[src/hdl/lrucmc_pkg.sv]
package lrucmc_pkg;

    // Built sizes
    localparam int WAYS_DEF      = 16;
    localparam int KEY_BITS_DEF  = 12;

    // Field widths
    localparam int ACCESS_KEY_W  = 12;
    localparam int CAP_W         = 5;
    localparam int OUTCOME_W     = 2;
    localparam int STAT_W        = 32;

    // Stream payload widths, padded to whole bytes
    localparam int S_TDATA_W     = 16;
    localparam int M_TDATA_W     = 136;
    localparam int M_USED_W      = OUTCOME_W + 4 * STAT_W;

    // Configuration port
    localparam int APB_ADDR_W    = 2;
    localparam int APB_DATA_W    = 32;
    localparam logic [CAP_W-1:0] CAP_RESET = 5'd16;

    // Outcome codes
    localparam logic [OUTCOME_W-1:0] OUT_HIT        = 2'd0;
    localparam logic [OUTCOME_W-1:0] OUT_COMPULSORY = 2'd1;
    localparam logic [OUTCOME_W-1:0] OUT_CAPACITY   = 2'd2;

    // Classification of one access, handed from the lookup side to the counters
    typedef struct packed {
        logic hit;
        logic seen;
    } t_class;

endpackage

[src/hdl/lrucmc_lru.sv]
module lrucmc_lru import lrucmc_pkg::*; #(
    parameter int WAYS     = WAYS_DEF,
    parameter int KEY_BITS = KEY_BITS_DEF
) (
    input  logic                i_clk,
    input  logic                i_rst_n,
    input  logic [CAP_W-1:0]    i_cap,
    input  logic [KEY_BITS-1:0] i_key,
    input  logic                i_upd,
    output logic                o_hit
);

    localparam int AGE_W  = (WAYS > 1) ? $clog2(WAYS) : 1;
    localparam int FILL_W = $clog2(WAYS + 1);
    localparam int CMP_W  = (FILL_W > CAP_W) ? FILL_W : CAP_W;

    logic [KEY_BITS-1:0] r_keys [WAYS];
    logic [AGE_W-1:0]    r_ages [WAYS];
    logic [FILL_W-1:0]   r_filled;

    logic [CMP_W-1:0]    cap_w;
    logic [CMP_W-1:0]    cap_eff;
    logic                fill;
    logic [WAYS-1:0]     vld;
    logic [WAYS-1:0]     hit_vec;
    logic                hit;
    logic [AGE_W-1:0]    hit_idx;
    logic [AGE_W-1:0]    hit_age;
    logic [AGE_W-1:0]    oldest_age;
    logic [AGE_W-1:0]    victim_idx;
    logic [AGE_W-1:0]    where;
    logic [AGE_W-1:0]    n_ages [WAYS];

    always_comb begin
        cap_w = CMP_W'(i_cap);
        if (cap_w == '0) begin
            cap_eff = CMP_W'(1);
        end else if (cap_w > CMP_W'(WAYS)) begin
            cap_eff = CMP_W'(WAYS);
        end else begin
            cap_eff = cap_w;
        end
        fill = CMP_W'(r_filled) < cap_eff;
    end

    // Tag match and oldest search; filled keys and filled ages are each distinct
    always_comb begin
        oldest_age = AGE_W'(r_filled - 1'b1);
        hit_idx    = '0;
        hit_age    = '0;
        victim_idx = '0;
        for (int i = 0; i < WAYS; i++) begin
            vld[i]     = FILL_W'(i) < r_filled;
            hit_vec[i] = vld[i] && (r_keys[i] == i_key);
            if (hit_vec[i]) begin
                hit_idx = hit_idx | AGE_W'(i);
                hit_age = hit_age | r_ages[i];
            end
            if (vld[i] && (r_ages[i] == oldest_age)) begin
                victim_idx = victim_idx | AGE_W'(i);
            end
        end
        hit = |hit_vec;
        if (hit) begin
            where = hit_idx;
        end else if (fill) begin
            where = r_filled[AGE_W-1:0];
        end else begin
            where = victim_idx;
        end
    end

    // Age every more recent entry by one, make the touched entry most recent
    always_comb begin
        for (int i = 0; i < WAYS; i++) begin
            if (AGE_W'(i) == where) begin
                n_ages[i] = '0;
            end else if (vld[i] && (!hit || (r_ages[i] < hit_age))) begin
                n_ages[i] = r_ages[i] + 1'b1;
            end else begin
                n_ages[i] = r_ages[i];
            end
        end
    end

    always_ff @(posedge i_clk) begin
        if (!i_rst_n) begin
            r_filled <= '0;
            for (int i = 0; i < WAYS; i++) begin
                r_ages[i] <= '0;
            end
        end else if (i_upd) begin
            r_ages <= n_ages;
            if (!hit && fill) begin
                r_filled <= r_filled + 1'b1;
            end
        end
    end

    always_ff @(posedge i_clk) begin
        if (i_upd && !hit) begin
            r_keys[where] <= i_key;
        end
    end

    assign o_hit = hit;

endmodule

[config.mk]
export PLATFORM = sky130hd
export DESIGN_NAME = lrucmc_lru
export DESIGN_NICKNAME = d
export VERILOG_FILES = /design/src/hdl/lrucmc_pkg.sv /design/src/hdl/lrucmc_lru.sv
export SDC_FILE = /design/constraint.sdc
export NUM_CORES = 1
export LEC_CHECK = 0
export BUFFER_PORTS_ARGS = -buffer_cell sky130_fd_sc_hd__buf_2
export CORE_UTILIZATION = 29
export CTS_CLUSTER_SIZE = 24
export DETAILED_ROUTE_END_ITERATION = 10
export HOLD_SLACK_MARGIN = 0.1
export MAX_ROUTING_LAYER = met4
export SLEW_MARGIN = 20
export SYNTH_ARGS = -nofsm -noshare
export SYNTH_HDL_FRONTEND = slang
export SYNTH_SLANG_ARGS = --single-unit
export TNS_END_PERCENT = 30
[constraint.sdc]
create_clock -name i_clk -period 4.8 [get_ports i_clk]
set_input_delay 0 -clock i_clk [delete_from_list [all_inputs] [get_ports i_clk]]
set_output_delay 0 -clock i_clk [all_outputs]
set_load 0.05 [all_outputs]
==> reports/qor.tcl <==
set qor(drtAntennaViolNets) 0
set qor(switching_share_pct) 25.52
set qor(cts.htree.levels) 1
set qor(min_to) {r_ages[0]}
set qor(antenna-diode-count) 0
set qor(fmax_mhz) 224.9
set qor(chip_width_um) 230.6
set qor(post_route_cells_drive_above_1_share_pct) 13.33
set qor(ff2ff_setup_slack_ns) 0.35
set qor(gr-usage-all-layers_pct) 17.85
set qor(grt_start_max_net_pins) 37
set qor(timing.slew.headroom_pct) 45.82
set qor(final_common_cell) {sky130_fd_sc_hd__xnor2_1}
set qor(globalRoute.totalOverflow) 0
set qor(core_area_mm2) 0.05151
set qor(clk_pin_slew_worst_paths_ns) 0.06
set qor(wl_per_cell_um) 21.80
set qor(synth.cell_area_mm2) 0.01515
set qor(grt_util_met2_pct) 27.36
set qor(ir_drop_mv) 0.2704
set qor(setup_slack_ns) 0.3539
set qor(yosys.cell_types.count) 94
set qor(critPathLaunch) {r_filled[3]}
set qor(globalplace.congestion) 0.9993
set qor(final_min_period_over_clock_period_pct) 92.63
set qor(dp_slack_ns) 0.2700
set qor(path_max_fanout) 13
set qor(yosysTopAreaCell) {sky130_fd_sc_hd__edfxtp_1}
set qor(post-synth-top-area-fraction_pct) 38.06
set qor(number_of_storage_elements_in_the_synthesis_netlist) 261
set qor(finalHoldViolations) 0
set qor(run_status) {finished clean}
set qor(syn_nets) 1415
set qor(cts_max_path_buffers) 3
set qor(critPathLaunchType) {flop}
set qor(postSynthCellCount) 1325
set qor(timing.setup.critical_path_class) {reg -> reg}
set qor(share_of_power_burned_in_combinational_logic_pct) 12.3
set qor(min-delay-start) {i_upd}
set qor(drt-initial-drc-count) 924
set qor(synth_sequential_area_ratio_pct) 47.18
set qor(worst_setup_path_end_kind) {flop}
set qor(postSynthAreaPerCell_um2) 11.43
set qor(power.clock.fraction_pct) 41.9
set qor(synthTopCellsByArea) {sky130_fd_sc_hd__edfxtp_1, sky130_fd_sc_hd__xnor2_1, sky130_fd_sc_hd__dfxtp_1, sky130_fd_sc_hd__ha_1, sky130_fd_sc_hd__nand4_1}
set qor(timing_worst_slew_pin_value_ns) 0.8052
set qor(grt_pass1_wl_mm) 70.34
set qor(total_switching_power_mw) 1.392
set qor(placement_rows) 83
set qor(routed_wire_length_mm) 46.21
set qor(num_io_pins) 21
set qor(synth.yosys.warnings) 0
set qor(use_met1_pct) 24.05
set qor(synth-edff-count) 192
set qor(dpl.hpwl_mm) 33.53
set qor(initial_core_util_pct) 29.41
set qor(drt_first_pass_iters) 7
set qor(finalWorstPathRequiredPeriod_ns) 4.446
set qor(finish.net_count) 1510
set qor(grt.met3_usage_pct) 2.557
set qor(grt_pass1_vias) 11260
set qor(post_cts_buffers) 0
set qor(power.share.sequential_pct) 45.8
set qor(clk_latency_ns) 0.59
set qor(worst_r2r_path_depth) 18
set qor(buffer_cell_driving_the_clock_tree_root) {sky130_fd_sc_hd__clkbuf_16}
set qor(worst_ep_arrival_time_ns) 4.89
set qor(multiInputGateArea_mm2) 0.007526
set qor(die_h_um) 230.6
set qor(dominant_synthesized_flop_cell) {sky130_fd_sc_hd__edfxtp_1}
set qor(rsz0062_at_grt) {no}
set qor(max-cap-violations) 0
set qor(cp.required_ns) 5.24
set qor(power_density_mw_per_mm2) 312.5
set qor(antenna_found_initial) 0
set qor(tritoncts) {done}
set qor(grt_most_used_layer) {met2}
set qor(numCtsBuffers) 30
set qor(vias_per_cell) 5.372
set qor(holdCritPathClass) {in -> reg}
set qor(most_frequent_cells_in_the_layout) {sky130_fd_sc_hd__xnor2_1, sky130_fd_sc_hd__edfxtp_1, sky130_fd_sc_hd__nand4_1, sky130_fd_sc_hd__nor2_1, sky130_fd_sc_hd__buf_4}
set qor(regToRegStartpoint) {r_filled[3]}
set qor(timing.rr.end) {r_ages[47]}
set qor(sequential_cell_area_mm2) 0.007147
set qor(num_vias) 11390
set qor(buffer_ports.inserted) 20
set qor(remaining_drc_errors) 0
set qor(clock_skew_ns) 0.03468
set qor(fillerInstances) 5158
set qor(synth_async_sr_flop_share_pct) 0
set qor(worst_hold_path.num_cells) 4
set qor(p_int_mw) 4.064
set qor(setup_total_negative_slack_ns) 0
set qor(cts_sinks) 261
set qor(maxSlewViolCount) 0
set qor(die_area_mm2) 0.05316
set qor(area_growth_syn_to_layout_pct) 15.26
set qor(cellLeakagePower_nw) 5.816
set qor(setup_viol) 0
-- layout make-up --
type / count / area share (%)
clock buffers: 37 / 4.622
clock inverters: 15 / 0.9888
inverters: 26 / 0.5589
multi-input cells: 984 / 43.10
flip-flops and latches: 261 / 40.93
well taps: 680 / 4.872
repair buffers: 117 / 4.930
-- worst max-delay path: stages, from the launching register on --
cell                        delay [ns]
sky130_fd_sc_hd__dfxtp_1          0.37
sky130_fd_sc_hd__buf_4            0.24
sky130_fd_sc_hd__or3_1            0.50
sky130_fd_sc_hd__nor2_2           0.23
sky130_fd_sc_hd__nor4_1           0.11
sky130_fd_sc_hd__buf_4            0.18
sky130_fd_sc_hd__a22o_1           0.18
sky130_fd_sc_hd__a221oi_1         0.24
sky130_fd_sc_hd__nand3_1          0.17
sky130_fd_sc_hd__nor2_1           0.17
sky130_fd_sc_hd__buf_4            0.25
sky130_fd_sc_hd__ha_1             0.28
sky130_fd_sc_hd__a21o_1           0.17
sky130_fd_sc_hd__a2111oi_0        0.45
sky130_fd_sc_hd__a21oi_1          0.12
sky130_fd_sc_hd__o21ai_0          0.25
sky130_fd_sc_hd__nand4_1          0.18
sky130_fd_sc_hd__xor2_1           0.17
sky130_fd_sc_hd__nor2_1           0.05
-- cells in the mapped netlist, types with 12 or more instances --
| library cell | count |
|---|---|
| sky130_fd_sc_hd__nor3_1 | 20 |
| sky130_fd_sc_hd__xnor2_1 | 239 |
| sky130_fd_sc_hd__a22oi_1 | 24 |
| sky130_fd_sc_hd__ha_1 | 70 |
| sky130_fd_sc_hd__nand3_1 | 49 |
| sky130_fd_sc_hd__nand2_1 | 47 |
| sky130_fd_sc_hd__dfxtp_1 | 69 |
| sky130_fd_sc_hd__edfxtp_1 | 192 |
| sky130_fd_sc_hd__xor2_1 | 34 |
| sky130_fd_sc_hd__nand4_1 | 95 |
| sky130_fd_sc_hd__and3_1 | 14 |
| sky130_fd_sc_hd__nor4_1 | 34 |
| sky130_fd_sc_hd__inv_1 | 25 |
| sky130_fd_sc_hd__mux2i_1 | 12 |
| sky130_fd_sc_hd__a21o_1 | 14 |
| sky130_fd_sc_hd__buf_6 | 18 |
| sky130_fd_sc_hd__nor2_1 | 86 |
| sky130_fd_sc_hd__o21ai_0 | 30 |
| sky130_fd_sc_hd__a21oi_1 | 32 |
| sky130_fd_sc_hd__buf_2 | 15 |
-- logic make-up (layout without fill, tap and decap cells) --
kind of cell / Yosys count / count (layout) / share of synthesized area [%]
adder cells (fa/ha/maj): 70 / 70 / 5.781
multiplexers: 12 / 12 / 0.7929
flip-flops: 261 / 261 / 47.18
XOR/XNOR: 286 / 286 / 17.65
AND/OR/NAND/NOR: 409 / 409 / 15.15
buffers and inverters: 80 / 195 / 3.229
AO/OA/AOI/OAI: 207 / 207 / 10.22
-- what timing repair did --
| action | in CTS | in global routing |
|---|---|---|
| gates resized for setup | 0 | 1 |
| endpoints found under the hold margin | 148 | 0 |
| hold buffers | 13 | 0 |
| endpoints found under the setup margin | 0 | 2 |
-- state kept, by name, indices dropped and copies added, names as in the netlist --
signal / count
r_filled: 5
r_ages: 64
r_keys: 192
-- through the flow --
step | instances | hold WS (ns) | power, mW | util [%] | instance area [um2]
after global routing | 2120 | 0.1891 | 5.639 | 33.90 | 17460
after CTS | 2120 | 0.1392 | 5.497 | 33.90 | 17460
after detailed placement | 2055 | 0.3736 | 3.200 | 31.74 | 16350
after global placement | 2055 | 0.3638 | 3.194 | 31.74 | 16350
after floorplan | 1325 | 0.09887 | 2.997 | - | 15150
final | 2120 | 0.1928 | 5.456 | 33.90 | 17460
-- worst max-delay path by stage --
stage / depth (start not counted) / to
after floorplan: 14 / r_keys[15][0]
after global placement: 17 / r_ages[2]
after detailed placement: 18 / r_ages[47]
after CTS: 18 / r_ages[31]
after global routing: 18 / r_ages[31]
final: 18 / r_ages[47]
-- metal layers --
| layer | wire length (um) | share of wire (%) | vias to the layer above |
|---|---|---|---|
| met4 | 1517 | 3.3 | 0 |
| met5 | 0 | 0 | - |
| met2 | 20740 | 45 | 459 |
| met1 | 20760 | 45 | 5637 |
| li1 | - | - | 5196 |
| met3 | 3192 | 6.9 | 97 |
-- power by group through the flow --
stage	sequential (mW)	combinational [mW]	clock [mW]
2_1_floorplan	2.54	0.452	0
3_3_place_gp	2.55	0.646	0
3_5_place_dp	2.55	0.651	0
4_1_cts	2.50	0.662	2.33
5_1_grt	2.50	0.716	2.42
6_report	2.50	0.671	2.28
No activity file was read; power rests on OpenSTA's default activity.
