[src/hdl/lrucmc_pkg.sv]
package lrucmc_pkg;

    // Built sizes
    localparam int WAYS_DEF      = 16;
    localparam int KEY_BITS_DEF  = 12;

    // Field widths
    localparam int ACCESS_KEY_W  = 12;
    localparam int CAP_W         = 5;
    localparam int OUTCOME_W     = 2;
    localparam int STAT_W        = 32;

    // Stream payload widths, padded to whole bytes
    localparam int S_TDATA_W     = 16;
    localparam int M_TDATA_W     = 136;
    localparam int M_USED_W      = OUTCOME_W + 4 * STAT_W;

    // Configuration port
    localparam int APB_ADDR_W    = 2;
    localparam int APB_DATA_W    = 32;
    localparam logic [CAP_W-1:0] CAP_RESET = 5'd16;

    // Outcome codes
    localparam logic [OUTCOME_W-1:0] OUT_HIT        = 2'd0;
    localparam logic [OUTCOME_W-1:0] OUT_COMPULSORY = 2'd1;
    localparam logic [OUTCOME_W-1:0] OUT_CAPACITY   = 2'd2;

    // Classification of one access, handed from the lookup side to the counters
    typedef struct packed {
        logic hit;
        logic seen;
    } t_class;

endpackage

[src/hdl/lrucmc_stats.sv]
module lrucmc_stats import lrucmc_pkg::*; (
    input  logic                 i_clk,
    input  logic                 i_rst_n,
    input  logic                 i_upd,
    input  t_class               i_cls,
    output logic [OUTCOME_W-1:0] o_outcome,
    output logic [STAT_W-1:0]    o_access,
    output logic [STAT_W-1:0]    o_miss,
    output logic [STAT_W-1:0]    o_comp,
    output logic [STAT_W-1:0]    o_cap
);

    logic [STAT_W-1:0] r_access;
    logic [STAT_W-1:0] r_miss;
    logic [STAT_W-1:0] r_comp;
    logic [STAT_W-1:0] r_cap;
    logic [STAT_W-1:0] n_access;
    logic [STAT_W-1:0] n_miss;
    logic [STAT_W-1:0] n_comp;
    logic [STAT_W-1:0] n_cap;

    function automatic logic [STAT_W-1:0] sat_inc(input logic [STAT_W-1:0] v,
                                                  input logic en);
        sat_inc = (en && (v != '1)) ? v + 1'b1 : v;
    endfunction

    always_comb begin
        n_access = sat_inc(r_access, 1'b1);
        n_miss   = sat_inc(r_miss, !i_cls.hit);
        n_comp   = sat_inc(r_comp, !i_cls.hit && !i_cls.seen);
        n_cap    = sat_inc(r_cap,  !i_cls.hit && i_cls.seen);
        if (i_cls.hit) begin
            o_outcome = OUT_HIT;
        end else if (i_cls.seen) begin
            o_outcome = OUT_CAPACITY;
        end else begin
            o_outcome = OUT_COMPULSORY;
        end
    end

    always_ff @(posedge i_clk) begin
        if (!i_rst_n) begin
            r_access <= '0;
            r_miss   <= '0;
            r_comp   <= '0;
            r_cap    <= '0;
        end else if (i_upd) begin
            r_access <= n_access;
            r_miss   <= n_miss;
            r_comp   <= n_comp;
            r_cap    <= n_cap;
        end
    end

    assign o_access = n_access;
    assign o_miss   = n_miss;
    assign o_comp   = n_comp;
    assign o_cap    = n_cap;

endmodule

[config.mk]
export PLATFORM = sky130hd
export DESIGN_NAME = lrucmc_stats
export DESIGN_NICKNAME = d
export VERILOG_FILES = /design/src/hdl/lrucmc_pkg.sv /design/src/hdl/lrucmc_stats.sv
export SDC_FILE = /design/constraint.sdc
export NUM_CORES = 1
export LEC_CHECK = 0
export ABC_AREA = 0
export BUFFER_PORTS_ARGS = -buffer_cell sky130_fd_sc_hd__buf_2
export CORE_MARGIN = 8
export CORE_UTILIZATION = 45
export CTS_CLUSTER_DIAMETER = 40
export DETAILED_ROUTE_END_ITERATION = 10
export PLACE_DENSITY = 0.73
export SYNTH_ARGS = -nofsm -noshare
export SYNTH_HDL_FRONTEND = slang
export SYNTH_SLANG_ARGS = --single-unit
[constraint.sdc]
create_clock -name i_clk -period 2.85 [get_ports i_clk]
set_input_delay 0 -clock i_clk [delete_from_list [all_inputs] [get_ports i_clk]]
set_output_delay 0 -clock i_clk [all_outputs]
set_load 0.005 [all_outputs]
==> results of run 1 <==
-- cell families (layout without fill, tap and decap cells) --
kind of cell / after synthesis / count (layout) / share of synthesized area
xor gates and xnor gates: 143 / 143 / 0.143
AOI/OAI and AO/OA: 200 / 200 / 0.137
adders and majority gates: 4 / 4 / 0.00572
DFF: 128 / 128 / 0.293
and+or+nand+nor: 554 / 554 / 0.346
muxes: 23 / 23 / 0.0269
buffers and inverters: 99 / 209 / 0.0485
-- critical path, delay by kind of cell (launching register included) --
kind	cells	cell delay (ns)
flip-flops	1	0.45
buffers and inverters	2	0.40
AND/OR/NAND/NOR	4	1.17
XOR/XNOR	1	0.19
-- cell type report --
| class | count | area, sq um |
|---|---|---|
| sequential | 128 | 2560 |
| inverter | 12 | 46.3 |
| fill | 1880 | 8930 |
| tap | 265 | 332 |
| clock buffer | 19 | 433 |
| clock inverter | 13 | 211 |
| multi-input combinational | 924 | 5830 |
| timing repair buffer | 165 | 918 |
-- flip-flops by register name, summed over array words and instances, names as in the netlist --
| register | flops |
|---|---|
| r_access | 32 |
| r_cap | 32 |
| r_miss | 32 |
| r_comp | 32 |
-- per-layer routing --
layer  vias up  part of all wire  GRT usage
met4         0             0.012     0.0573
met1      4165              0.46      0.258
li1       4354                 -          -
met3        29             0.058     0.0438
met5         -                 0          0
met2       259              0.47      0.331
-- worst max path at each step --
stage,endpoint,slack [ns],depth (start not counted)
floorplan,r_access[11],0.61,9
global placement,r_access[0],0.39,7
detailed placement,r_access[4],0.33,7
CTS,o_comp[17],0.008,6
global route,o_access[18],-0.004,6
finish,o_cap[4],0.20,7
-- synthesized netlist by cell type, types with 32 or more instances --
cell / instances
nand4_1: 53
a21oi_1: 84
nor3_1: 38
nor2_1: 83
or4_1: 32
nand2_1: 114
xor2_1: 78
dfxtp_1: 128
xnor2_1: 65
or3_1: 66
nand3_1: 57
o21ai_0: 58
clkbuf_1: 60
-- power by group --
| group | switching [uW] | internal [uW] |
|---|---|---|
| Combinational | 106 | 46.0 |
| Sequential | 9.21 | 1800 |
| Clock | 869 | 1560 |
| Total | 983 | 3400 |
-- stage by stage --
stage                     cell area, sq um  std cells  power (uW)
after global placement                9570       1487        1990
after floorplan                       8750       1151        1940
after CTS                            10200       1520        4430
after global routing                 10300       1526        4520
final                                10300       1526        4380
after detailed placement              9570       1487        2000
-- what timing repair did --
| action | CTS | global route |
|---|---|---|
| gates resized for setup | 1 | 11 |
| setup buffers | 0 | 6 |
| endpoints found under the hold margin | 2 | 0 |
| pin swaps | 0 | 3 |
| setup endpoints to repair | 5 | 54 |
| hold buffers | 1 | 0 |
| gates cloned | 0 | 0 |
==> metrics.md, run 1 <==
| Metric | Value |
|---|---|
| Die height | 155 um |
| CP max FO | 14 |
| Synth Flop Type | dfxtp_1 |
| Synth area leader | dfxtp_1 |
| Pre-antenna DRT Iters | 7 |
| Final setup vio count | 0 |
| GR Util All Layers | 0.201 |
| Syn avg cell area | between 7 and 8 sq um |
| Clock-pin slew on the worst setup and hold paths | ~0.06 ns |
| Synthesized cell area | between 0.008 and 0.009 sq mm |
| I/O pin cnt | approximately 140 |
| Max VDD drop | 0.000355 V |
| Post-Syn Instances | 1,151 |
| Remaining Overflow, GRT | 0 |
| Final worst slack | roughly 0.20 ns |
| HPWL Detailed | 16,800 um |
| Drt total wl | 24,200 um |
| Min Tclk post-route | between 2 and 3 ns |
| Die width | roughly 160 um |
| Hold Path End | r_comp[0] |
| GP Congestion | roughly 0.86 |
| 1st-iter DRT viols | 574 |
| Finished Core Util | 0.536 |
| Most common cell after layout, fill and taps aside | buf_2 |
| Fmax | 377 MHz |
| Core footprint | 0.0193 sq mm |
| Flop-to-flop setup slack | approximately 0.38 ns |
| Tightest Hold Check Type | input port to register |
| CTS root buffer | clkbuf_16 |
| Vias in the first global route | 8,159 |
| Via-to-Cell Ratio | 5.77 |
| Pre-CTS setup slack | 0.328 ns |
| Initial Util | 0.454 |
| Status | finished clean |
| WP data arrival | 2.65 ns |
| Sequential area share after synthesis | 0.293 |
| Worst Setup SP | r_cap[16] |
| Antenna violations before repair | 0 |
| Critical Path RT | 2.85 ns |
| Clock Latency Late Sink | about 0.43 ns |
| Setup TNS Final | 0 ns |
| Wire per inst | about 16 um |
| FF-to-FF path depth | 5 |
| Clock skew | 0.0142 ns |
| Crit path capture type | output pin |
| I/O Buffers | 134 |
| CTS tree | done |
| Slew Viols, Final | 0 |
| Synth Net Count | 1,160 |
| Crit share post-route | 0.930 |
| # rows | 51 |
| Die area | 0.0242 sq mm |
| Slew @ Worst Pin | 0.689 ns |
| Setup CP Type | register to output pin |
| H-tree levels | 4 |
| Synth unique cells | 68 |
| Synth area leaders | dfxtp_1 29%, xor2_1 7.8%, xnor2_1 6.5%, nand2_1 4.9%, a21oi_1 4.8% |
| First-pass GRT wire length | 40,600 um |
| Nets | 1,257 |
| Layout area overhead | 18.1% |
| Largest net degree at the start of global routing | 47 |
| Worst hold start | i_cls[0] |
| Fin. Hold Viols | 0 |
| Hold Crit Depth | 3 |
| Worst rel slew slack | 0.539 |
| CP Launch Type | register |
| ANT cells | 0 |
| WHS | about 0.060 ns |
| Layout cells sized above 1 | 0.186 |
| Largest stage delay, worst path | between 0.6 and 0.7 ns |
| Fraction of registers with async set/reset | 0 |
| Worst R2R Start | r_cap[8] |
| Clock Path Buffers | 2 |
| Synth Register Bits | 128 |
| P per Cell Area | 424 mW/mm^2 |
| Num CTS Buffers | 17 |
| Num Clock Sinks | about 130 |
| P_leak | 0.00408 uW |
| Cell Chain, Critical Path | nand4_2 -> or4_4 -> nor4b_4 -> buf_4 -> nor2_1 -> xor2_1 -> buf_2 |
| MaxCap Viol Count | 0 |
| # DRC | 0 |
| Routed via count | just under 9,000 |
| Crit path max-delay cell type | or4_4 |
| Most frequent cells in the layout | 134 x buf_2, 127 x dfxtp_1, 114 x nand2_1 |
| Post-synth EDFFs | 0 |
| Synth top area share | 0.293 |
| ANT nets after route | 0 |
| Ys Warns | 0 |
| R2r endpoint | r_cap[30] |
No activity file was read; power rests on OpenSTA's default activity.
==> run 2: changes to the inputs <==
--- a/config.mk
+++ b/config.mk
@@ -12,6 +12,7 @@
 export CTS_CLUSTER_DIAMETER = 40
 export DETAILED_ROUTE_END_ITERATION = 10
 export PLACE_DENSITY = 0.73
+export REMOVE_ABC_BUFFERS = 1
 export SYNTH_ARGS = -nofsm -noshare
 export SYNTH_HDL_FRONTEND = slang
 export SYNTH_SLANG_ARGS = --single-unit
==> run 2 against run 1 <==
Effect of this change:
- non-clock buffer count is 2 higher
- die area stayed put
- total power is 3.9% lower
- wire length is 1.4% higher
- clock power is 7% lower
- critical path depth is 1 lower
==> metrics.md, run 2 (synthesis results as in run 1) <==
| Metric | Value |
|---|---|
| RSZ-0062 raised after global routing | true |
| Cell Chain, Critical Path | and4_1 -> nand4_1 -> o21ai_1 -> nor3_1 -> xnor2_1 -> buf_2 |
| I/O Buffers | 134 |
| Min Tclk post-route | 2.70 ns |
| Vias in the first global route | 8,054 |
| Clock skew | 0.0112 ns |
| # DRC | 0 |
| Most common cell after layout, fill and taps aside | buf_2 |
| Largest stage delay, worst path | 0.64 ns |
| Crit share post-route | 0.948 |
| I/O pin cnt | 135 |
| Initial Util | 0.454 |
| Nets | 1,259 |
| Die width | about 160 um |
| Pre-antenna DRT Iters | 4 |
| P_leak | 0.00407 uW |
| # rows | 51 |
| CTS root buffer | clkbuf_16 |
| DR WL met3 | 1440 um |
| CTS tree | done |
| Num CTS Buffers | 17 |
| Clock power frac | 0.535 |
| Internal | 3220 uW |
| H-tree levels | 4 |
| GR Util All Layers | 0.198 |
| Wire per inst | 16.1 um |
| MaxCap Viol Count | 0 |
| Flop pwr share | 0.429 |
| Max VDD drop | between 0.0003 and 0.0004 V |
| Tightest Hold Check Type | input port to register |
| WL met1 | about 11,000 um |
| Routed via count | 8,798 |
| Num Clock Sinks | ~130 |
| CP Launch Type | register |
| First-pass GRT wire length | 40,000 um |
| 1st-iter DRT viols | 506 |
| Die height | 155 um |
| Sw Pwr | 988 uW |
| Slew @ Worst Pin | 0.782 ns |
| Critical Path RT | 2.85 ns |
| Status | finished clean |
| Slew Viols, Final | 0 |
| Finished Core Util | 0.534 |
| Register area | 0.00256 sq mm |
| Pre-CTS setup slack | 0.369 ns |
| Drt total wl | 24,600 um |
| Sw Ratio | 0.235 |
| GP Congestion | 0.891 |
| HPWL Detailed | 17,100 um |
| Setup CP Type | register to output pin |
| Worst rel slew slack | 0.474 |
| WP data arrival | 2.70 ns |
| Uppermost layer routed | met4 |
| Final worst slack | 0.147 ns |
| Area of the multi-input gates | 0.00583 sq mm |
| Layout cells sized above 1 | 0.188 |
| Combinational share of power | 0.036 |
| ANT nets after route | 0 |
| Clock Latency Late Sink | 0.42 ns |
| Crit path max-delay cell type | o21ai_1 |
| Clock Path Buffers | 2 |
| P per Cell Area | 409 mW/mm^2 |
| Layout fillers | 1,885 |
| Clock-pin slew on the worst setup and hold paths | roughly 0.060 ns |
| Most frequent cells in the layout | 134 x buf_2, 127 x dfxtp_1, 114 x nand2_1 |
| Fin. Hold Viols | 0 |
| Via-to-Cell Ratio | 5.76 |
| Layout area overhead | 17.6% |
| Die area | 0.0242 sq mm |
| Fmax | approximately 370 MHz |
| CP max FO | 9 |
| Metal2 WL | 11,400 um |
| ANT cells | 0 |
| Antenna violations before repair | 0 |
| Largest net degree at the start of global routing | 49 |
| Remaining Overflow, GRT | 0 |
| Final setup vio count | 0 |
| CTS Hold Bufs | 0 |
| Core footprint | 0.0193 sq mm |
| Crit path capture type | output pin |
run 2: cell count changes in the layout (fill, tap and decap cells not counted), sizes merged:
cell / before / now
buf: 164 / 167
bufinv: 5 / 3
clkbuf: 19 / 20
clkinv: 7 / 8
clkinvlp: 1 / 2
dlygate4sd3: 1 / 0
inv: 12 / 11
run 2: worst paths after layout:
path                     start      endpoint  slack (ns)  cells after the start
hold reg to reg      r_comp[1]     r_comp[1]        0.49                      2
setup reg to reg    r_comp[14]     r_comp[9]        0.39                      6
setup / recovery  r_access[24]  o_access[30]        0.15                      6
hold / removal        i_cls[0]     r_comp[1]        0.03                      3
run 2: metrics by stage:
step | hold slack (ns) | TNS, ns | area [sq um] | total power (uW) | std cells
6_report | 0.0254 | 0 | 10300 | 4210 | 1528
5_1_grt | 0.0285 | -0.0416 | 10300 | 4340 | 1528
4_1_cts | 0.0116 | 0 | 10200 | 4250 | 1525
3_5_place_dp | 0.414 | 0 | 9600 | 2000 | 1493
3_3_place_gp | 0.407 | 0 | 9600 | 1990 | 1493
2_1_floorplan | 0.0344 | 0 | 8370 | 1920 | 1064
run 2: worst max-delay path: cells and delay by family (launching register included):
kind	cells	cell delay, ns
AOI/OAI and AO/OA	1	0.64
buffers and inverters	1	0.14
and+or+nand+nor	3	0.87
DFF	1	0.46
xor gates and xnor gates	1	0.17
run 2: final cells by class:
cell class	count	share of cell area
Multi-Input combinational cell	924	0.566
Sequential cell	128	0.249
Timing Repair Buffer	167	0.0896
Clock buffer	20	0.0424
Tap cell	265	0.0322
Clock inverter	12	0.0158
Inverter	12	0.00450
run 2: timing repair:
action                     in CTS  in global routing
setup buffers                   0                  3
pin swaps                       0                  3
setup endpoints to repair      13                 51
gates resized for setup         2                 11
run 2: metal layers:
layer / GRT usage / vias to the layer above
li1: - / 4362
met1: 0.253 / 4148
met2: 0.319 / 253
met3: 0.0463 / 35
met4: 0.0726 / 0
met5: 0 / -
run 2: power groups by stage:
stage,logic (uW),clock network [uW],registers (uW)
2_1_floorplan,73.1,0,1840
3_3_place_gp,150,0,1840
3_5_place_dp,152,0,1840
4_1_cts,153,2290,1800
5_1_grt,167,2370,1810
6_report,152,2250,1810
